==> src/sv/lpm_pkg.sv <==
// Shared types, constants and helpers for the IPv4 longest-prefix-match unit.
`timescale 1ns / 1ps

package lpm_pkg;

	// Table geometry and field widths
	localparam int TABLE_ENTRIES = 64;
	localparam int ADDR_W        = 32;
	localparam int LEN_W         = 6;
	localparam int TAG_W         = 16;
	localparam int IDX_W         = $clog2(TABLE_ENTRIES);
	localparam int CNT_W         = $clog2(TABLE_ENTRIES + 1);

	// Request kinds carried on s_tuser
	localparam logic REQ_INSERT = 1'b0;
	localparam logic REQ_LOOKUP = 1'b1;

	// Result status carried on m_tuser
	typedef enum logic [1:0] {
		ST_STORED = 2'd0,
		ST_FULL   = 2'd1,
		ST_HIT    = 2'd2,
		ST_MISS   = 2'd3
	} status_t;

	// Control sequencer states
	typedef enum logic [1:0] {
		S_IDLE,
		S_SCAN,
		S_DONE
	} state_t;

	// One stored route
	typedef struct packed {
		logic [ADDR_W-1:0] prefix;
		logic [LEN_W-1:0]  len;
		logic [TAG_W-1:0]  tag;
	} route_entry_t;

	// Access request to the route table
	typedef struct packed {
		logic               rd_en;
		logic [IDX_W-1:0]   rd_addr;
		logic               wr_en;
		logic [IDX_W-1:0]   wr_addr;
		route_entry_t       wr_data;
	} tbl_req_t;

	// Mask that keeps the top len bits of an address
	function automatic logic [ADDR_W-1:0] prefix_mask(input logic [LEN_W-1:0] len);
		prefix_mask = ~({ADDR_W{1'b1}} >> len);
	endfunction

endpackage

==> src/sv/ipv4_longest_prefix_match_unit.sv <==
// IPv4 longest-prefix-match unit: one request in, one result out, routes kept in a table memory.
// Each request scans the stored routes through the table's single read port, one entry per
// cycle. An item passes through these steps in order: the accept cycle, the issued reads and
// the return of the last read data (neither on an empty table), the exit from the scan, and
// the finishing cycle, which is held as long as the previous result is still waiting to
// be taken. An insert updates the tag of an identical prefix in place or appends a new
// route; a 65th distinct prefix is refused with status "table full". A lookup returns the
// tag and length of the longest stored prefix covering the address, or a miss. The result
// waits in an output register, so the next request is taken while it is still unread.
`timescale 1ns / 1ps

module ipv4_longest_prefix_match_unit (
	input  logic        clk,
	input  logic        arst_n,
	// Request side
	input  logic        s_tvalid,
	output logic        s_tready,
	input  logic [55:0] s_tdata,  // [31:0] address, [37:32] prefix_len, [53:38] route_tag, pad
	input  logic        s_tuser,  // [0] req_type
	// Result side
	output logic        m_tvalid,
	input  logic        m_tready,
	output logic [23:0] m_tdata,  // [15:0] result_tag, [21:16] match_len, pad
	output logic [1:0]  m_tuser   // [1:0] status
);
	import lpm_pkg::*;

	state_t              state_q, state_d;
	tbl_req_t            tbl_req;
	route_entry_t        rd_data;

	logic                req_q;
	logic [ADDR_W-1:0]   key_q;
	logic [LEN_W-1:0]    len_q;
	logic [TAG_W-1:0]    tag_q;
	logic [CNT_W-1:0]    count_q;
	logic [CNT_W-1:0]    issue_q;
	logic                rd_vld_s1;
	logic [IDX_W-1:0]    idx_s1;
	logic                hit_q;
	logic [IDX_W-1:0]    hit_idx_q;
	logic [LEN_W-1:0]    best_len_q;
	logic [TAG_W-1:0]    best_tag_q;

	logic                m_tvalid_q;
	status_t             m_status_q;
	logic [TAG_W-1:0]    m_tag_q;
	logic [LEN_W-1:0]    m_len_q;

	logic                in_acc;
	logic                out_free;
	logic                finish;
	logic                entry_match;
	logic [LEN_W-1:0]    in_len;
	logic [LEN_W-1:0]    len_c;
	logic                tbl_full;

	// Request fields with insert length saturated to 1..ADDR_W
	assign in_len   = s_tdata[37:32];
	assign len_c    = (in_len == '0) ? LEN_W'(1)
	                : ((in_len > LEN_W'(ADDR_W)) ? LEN_W'(ADDR_W) : in_len);
	assign in_acc   = s_tvalid && s_tready;
	assign out_free = !m_tvalid_q || m_tready;
	assign tbl_full = (count_q == CNT_W'(TABLE_ENTRIES));

	// Compare of the entry returned by the table
	always_comb begin
		if (req_q == REQ_LOOKUP) begin
			entry_match = ((key_q & prefix_mask(rd_data.len)) == rd_data.prefix)
			              && (!hit_q || (rd_data.len > best_len_q));
		end else begin
			entry_match = (rd_data.len == len_q) && (rd_data.prefix == key_q);
		end
	end

	// Next state, table requests, handshake
	always_comb begin
		state_d         = state_q;
		s_tready        = 1'b0;
		finish          = 1'b0;
		tbl_req         = '0;
		tbl_req.rd_addr = issue_q[IDX_W-1:0];
		tbl_req.wr_data = '{prefix: key_q, len: len_q, tag: tag_q};
		tbl_req.wr_addr = hit_q ? hit_idx_q : count_q[IDX_W-1:0];
		case (state_q)
			S_IDLE: begin
				s_tready = 1'b1;
				if (s_tvalid) begin
					state_d = S_SCAN;
				end
			end
			S_SCAN: begin
				tbl_req.rd_en = (issue_q < count_q);
				if (!tbl_req.rd_en && !rd_vld_s1) begin
					state_d = S_DONE;
				end
			end
			S_DONE: begin
				if (out_free) begin
					finish        = 1'b1;
					tbl_req.wr_en = (req_q == REQ_INSERT) && (hit_q || !tbl_full);
					state_d       = S_IDLE;
				end
			end
			default: begin
				state_d = S_IDLE;
			end
		endcase
	end

	// State register
	always_ff @(posedge clk or negedge arst_n) begin
		if (!arst_n) begin
			state_q <= S_IDLE;
		end else begin
			state_q <= state_d;
		end
	end

	// Request capture
	always_ff @(posedge clk) begin
		if (in_acc) begin
			req_q <= s_tuser;
			len_q <= len_c;
			tag_q <= s_tdata[53:38];
			key_q <= (s_tuser == REQ_LOOKUP) ? s_tdata[31:0]
			       : (s_tdata[31:0] & prefix_mask(len_c));
		end
	end

	// Scan control and route count
	always_ff @(posedge clk or negedge arst_n) begin
		if (!arst_n) begin
			count_q   <= '0;
			issue_q   <= '0;
			rd_vld_s1 <= 1'b0;
			hit_q     <= 1'b0;
		end else begin
			rd_vld_s1 <= tbl_req.rd_en;
			if (in_acc) begin
				issue_q <= '0;
				hit_q   <= 1'b0;
			end else if (tbl_req.rd_en) begin
				issue_q <= issue_q + CNT_W'(1);
			end
			if (rd_vld_s1 && entry_match) begin
				hit_q <= 1'b1;
			end
			if (finish && tbl_req.wr_en && !hit_q) begin
				count_q <= count_q + CNT_W'(1);
			end
		end
	end

	// Best match so far
	always_ff @(posedge clk) begin
		idx_s1 <= issue_q[IDX_W-1:0];
		if (rd_vld_s1 && entry_match) begin
			hit_idx_q  <= idx_s1;
			best_len_q <= rd_data.len;
			best_tag_q <= rd_data.tag;
		end
	end

	// Output register
	always_ff @(posedge clk or negedge arst_n) begin
		if (!arst_n) begin
			m_tvalid_q <= 1'b0;
		end else if (finish) begin
			m_tvalid_q <= 1'b1;
		end else if (m_tready) begin
			m_tvalid_q <= 1'b0;
		end
	end

	always_ff @(posedge clk) begin
		if (finish) begin
			if (req_q == REQ_LOOKUP) begin
				m_status_q <= hit_q ? ST_HIT : ST_MISS;
				m_tag_q    <= hit_q ? best_tag_q : '0;
				m_len_q    <= hit_q ? best_len_q : '0;
			end else begin
				m_status_q <= (hit_q || !tbl_full) ? ST_STORED : ST_FULL;
				m_tag_q    <= '0;
				m_len_q    <= '0;
			end
		end
	end

	assign m_tvalid = m_tvalid_q;
	assign m_tuser  = m_status_q;
	assign m_tdata  = {2'b00, m_len_q, m_tag_q};

	lpm_table u_table (
		.clk     (clk),
		.req     (tbl_req),
		.rd_data (rd_data)
	);

	// Route count never exceeds the table
	a_count_bound: assert property (@(posedge clk) disable iff (!arst_n)
		count_q <= CNT_W'(TABLE_ENTRIES))
		else $error("route count beyond table size");

	// Route count only grows, one route at a time
	a_count_step: assert property (@(posedge clk) disable iff (!arst_n)
		(count_q != $past(count_q)) |-> (count_q == $past(count_q) + CNT_W'(1)))
		else $error("route count moved by other than one");

	// Table read data only returns while scanning
	a_read_in_scan: assert property (@(posedge clk) disable iff (!arst_n)
		rd_vld_s1 |-> (state_q == S_SCAN))
		else $error("table read outside scan");

	// A new result only appears after the finishing state
	a_result_src: assert property (@(posedge clk) disable iff (!arst_n)
		$rose(m_tvalid_q) |-> ($past(state_q) == S_DONE))
		else $error("result without finished request");

endmodule

==> src/sv/lpm_table.sv <==
// Route table storage: single-port-write, registered-read memory.
`timescale 1ns / 1ps

module lpm_table (
	input  logic                  clk,
	input  lpm_pkg::tbl_req_t     req,
	output lpm_pkg::route_entry_t rd_data
);
	import lpm_pkg::*;

	route_entry_t mem [TABLE_ENTRIES];

	// Write port
	always_ff @(posedge clk) begin
		if (req.wr_en) begin
			mem[req.wr_addr] <= req.wr_data;
		end
	end

	// Read port, registered output
	always_ff @(posedge clk) begin
		if (req.rd_en) begin
			rd_data <= mem[req.rd_addr];
		end
	end

endmodule
==> config.mk <==
export PLATFORM = sky130hd
export DESIGN_NAME = ipv4_longest_prefix_match_unit
export DESIGN_NICKNAME = d
export VERILOG_FILES = /design/src/sv/lpm_pkg.sv /design/src/sv/ipv4_longest_prefix_match_unit.sv /design/src/sv/lpm_table.sv
export SDC_FILE = /design/constraint.sdc
export NUM_CORES = 2
export LEC_CHECK = 0
export BUFFER_PORTS_ARGS = -buffer_cell sky130_fd_sc_hd__buf_4
export CAP_MARGIN = 10
export CORE_MARGIN = 2
export CORE_UTILIZATION = 29
export CTS_CLUSTER_DIAMETER = 150
export DETAILED_ROUTE_END_ITERATION = 7
export GPL_TIMING_DRIVEN = 1
export HOLD_SLACK_MARGIN = 0.12
export PLACE_DENSITY_LB_ADDON = 0.05
export SYNTH_ARGS = -nofsm -noshare
export SYNTH_HDL_FRONTEND = slang
export SYNTH_SLANG_ARGS = --single-unit
==> constraint.sdc <==
create_clock -name clk -period 5.8 [get_ports clk]
set_input_delay 0.58 -clock clk [delete_from_list [all_inputs] [get_ports clk]]
set_output_delay 0.58 -clock clk [all_outputs]
set_load 0.02 [all_outputs]
==> run metrics <==
drt first pass iters=7; Yosys reg bits=3642; CP Data Required Time=6.41 ns; Layout area overhead=18.1%; Avg Inst Size Synth=24.8 sq um; FMAX=242 MHz; post-placement setup slack=1.51 ns; WL per Instance=35.9 um; Final nets=6284; Worst Setup End Kind=flop; I/O Buffers=84; ys flop type=edfxtp_1; CTS H-tree depth=5; Fillers=44400; CP Launch Type=flop; largest net degree at the start of global routing=104; status=completed; Tcrit/Tclk final=71.1%; leakage power=0.0495 uW; antenna violations before repair=27; Root Driver=clkbuf_16; Placed Cells=12100; CP arrival=4.74 ns; clock slew at reported path FFs=0.06 ns; CTS Buffer Depth=4; GP Congestion=0.805; Setup violations, final=0; row count=254; clk sinks=3642; via/cell ratio=5.00; vias in the first global route=68500; minimum clock period=4.12 ns; Hold WC Path Type=input port to flop; HPWL after detailed placement=255 mm; chip height=697 um; total of max-cap violations=0; RSZ-0062 raised after global routing=false; Post-Layout Cell Count=13000; # DRC=0; Mapped Area=139000 sq um; Detail Route Antenna Nets=0; final slew viol count=0; DR iter-0 viols=6402; Setup WS post-layout=1.68 ns; Worst R2R Start=key_q[8]; clk_lat worst skew=0.99 ns; io pins=89; Crit Path Max Fanout=66; Max-Slew Margin vs Limit=17.2%; initial core utilization=29.1%; hold_sp=s_tdata[34]; CTS tree=yes; Routed WL=465 mm; first-pass GRT wire length=624 mm; Peak VDD IR=0.000281 V; final hold violation count=0; Num CTS Buffers=428; sequential-to-total area share from yosys stat=78.5%; Finished Core Util=34.4%; grt ovf=0; Yosys cell types=56; fraction of registers with async set/reset=0.522%; gr usage total=19.0%; worst clock skew=0.0619 ns; critical path type=flop to flop; Slew @ Worst Pin=1.24 ns; die footprint=485000 sq um; setup TNS=0 ns; Die W=697 um; total setup buffers inserted after CTS=0; share of cells above drive strength 1=32.9%; core area=478000 sq um; Worst setup startpoint=key_q[8]; vias=64800; pwr/cell area=439 nW/um^2; synth warn=0; synthesized instance count=5611; Post-synth EDFFs=3617
-- timing repair --
item / CTS / global route
resized for setup: 0 / 0
endpoints found under the hold margin: 80 / 0
hold buffers: 74 / 0
-- through the flow --
step           power [uW]  instance area [sq um]  hold WS, ns
6_report            72200                 164000        0.252
3_3_place_gp        47700                 151000        0.389
5_1_grt             75100                 164000        0.197
2_1_floorplan       41800                 139000        0.284
4_1_cts             73600                 164000        0.124
3_5_place_dp        47700                 151000        0.389
-- final timing paths --
path                                  endpoint  slack, ns  cells after the start
max in group asynchronous                hit_q       4.95                      4
worst max register to register  best_tag_q[12]       1.68                      8
worst min-delay path                 key_q[12]       0.25                      3
worst min register to register    hit_idx_q[1]       0.40                      0
min in group asynchronous           state_q[1]       0.62                      4
worst max-delay path            best_tag_q[12]       1.68                      8
-- layout by cell type (no fill, tap or decap), types with 20 or more instances in the layout --
cell type / instances
nor2_4: 64
nand2b_1: 29
dlygate4sd3_1: 73
clkinv_2: 72
and3_1: 27
clkbuf_16: 436
nand2_1: 59
a21boi_0: 22
clkinv_1: 92
inv_1: 43
buf_12: 92
nand4_1: 20
clkbuf_1: 118
buf_4: 287
nor2_1: 25
mux4_2: 1134
o21ai_0: 22
edfxtp_1: 3617
-- synth_stat cells (all sizes together), types with 2 or more instances --
cell | number | area (sq um)
a21o | 7 | 52.6
ha | 15 | 188
nor3 | 13 | 65.1
nor2 | 89 | 334
xor2 | 19 | 166
or4 | 3 | 22.5
buf | 91 | 444
a21oi | 18 | 90.1
o21a | 9 | 67.6
mux2i | 8 | 80.1
nand2 | 59 | 221
mux2 | 2 | 22.5
o311a | 2 | 20.0
a22oi | 2 | 15.0
o211ai | 4 | 30.0
or2 | 3 | 18.8
nand2b | 29 | 181
and2 | 10 | 62.6
mux4 | 1134 | 25500
a211oi | 4 | 30.0
nand4 | 20 | 125
a2111oi | 3 | 26.3
or3 | 6 | 37.5
o22ai | 10 | 62.6
o21bai | 3 | 22.5
edfxtp | 3617 | 109000
o21ai | 22 | 110
dfrtp | 19 | 475
inv | 44 | 165
clkbuf | 195 | 732
dfxtp | 6 | 120
o32ai | 8 | 70.1
o31ai | 2 | 15.0
a31oi | 5 | 31.3
a21boi | 22 | 165
nor2b | 18 | 113
nand3 | 15 | 75.1
xnor2 | 16 | 140
o2111ai | 6 | 52.6
nor4 | 14 | 87.6
and3 | 27 | 169
-- registers in the layout, summed over array words and instances (netlist names), 6 cells and up --
register         count
best_len_q           6
len_q                6
issue_q              7
m_tag_q             16
key_q               32
u_table.rd_data     54
count_q              7
idx_s1               6
best_tag_q          16
tag_q               16
u_table.mem       3456
hit_idx_q            6
m_len_q              6
-- layer usage --
| metal | up-vias | wire length [um] | GRT usage [%] |
|---|---|---|---|
| met5 | - | 0 | 0 |
| met4 | 0 | 11000 | 4.39 |
| met3 | 571 | 16900 | 2.02 |
| met2 | 1531 | 232000 | 32.3 |
| met1 | 37000 | 205000 | 26.2 |
| li1 | 25700 | - | - |
-- worst max-delay path, cell delays in order, from the launching register on --
cell	delay (ns)
edfxtp_1	0.32
buf_4	0.55
o22ai_1	0.23
nor4_1	0.78
o2111ai_1	0.39
and3b_1	0.32
nand4_1	0.17
o31ai_4	0.29
buf_4	0.49
-- cell families (layout without fill, tap and decap cells) --
kind of cell | count (synthesis) | after routing | share of synthesized area (%)
buffers and inverters | 330 | 1266 | 0.964
DFF | 3642 | 3642 | 78.5
AOI/OAI and AO/OA | 132 | 132 | 0.651
xor gates and xnor gates | 35 | 35 | 0.220
muxes | 1144 | 1144 | 18.4
and+or+nand+nor | 312 | 312 | 1.12
other | 1 | 11 | 0.00269
adders and majority gates | 15 | 15 | 0.135
-- power breakdown --
group	total, uW	switching (uW)	internal [uW]
logic	15300	8350	6980
clock network	25500	10900	14600
registers	31300	689	30600
total	72200	19900	52300
-- layout make-up --
cell class | instances | area (sq um) | share of cell area [%]
well taps | 6400 | 8010 | 4.87
repair buffers | 452 | 4730 | 2.88
flip-flops and latches | 3642 | 109000 | 66.4
inverters | 44 | 170 | 0.104
multi-input cells | 1640 | 29100 | 17.7
clock buffers | 559 | 11400 | 6.95
clock inverters | 211 | 1690 | 1.03
diodes | 9 | 22.5 | 0.0137
Note: power is estimated with default switching activity, not from simulation.
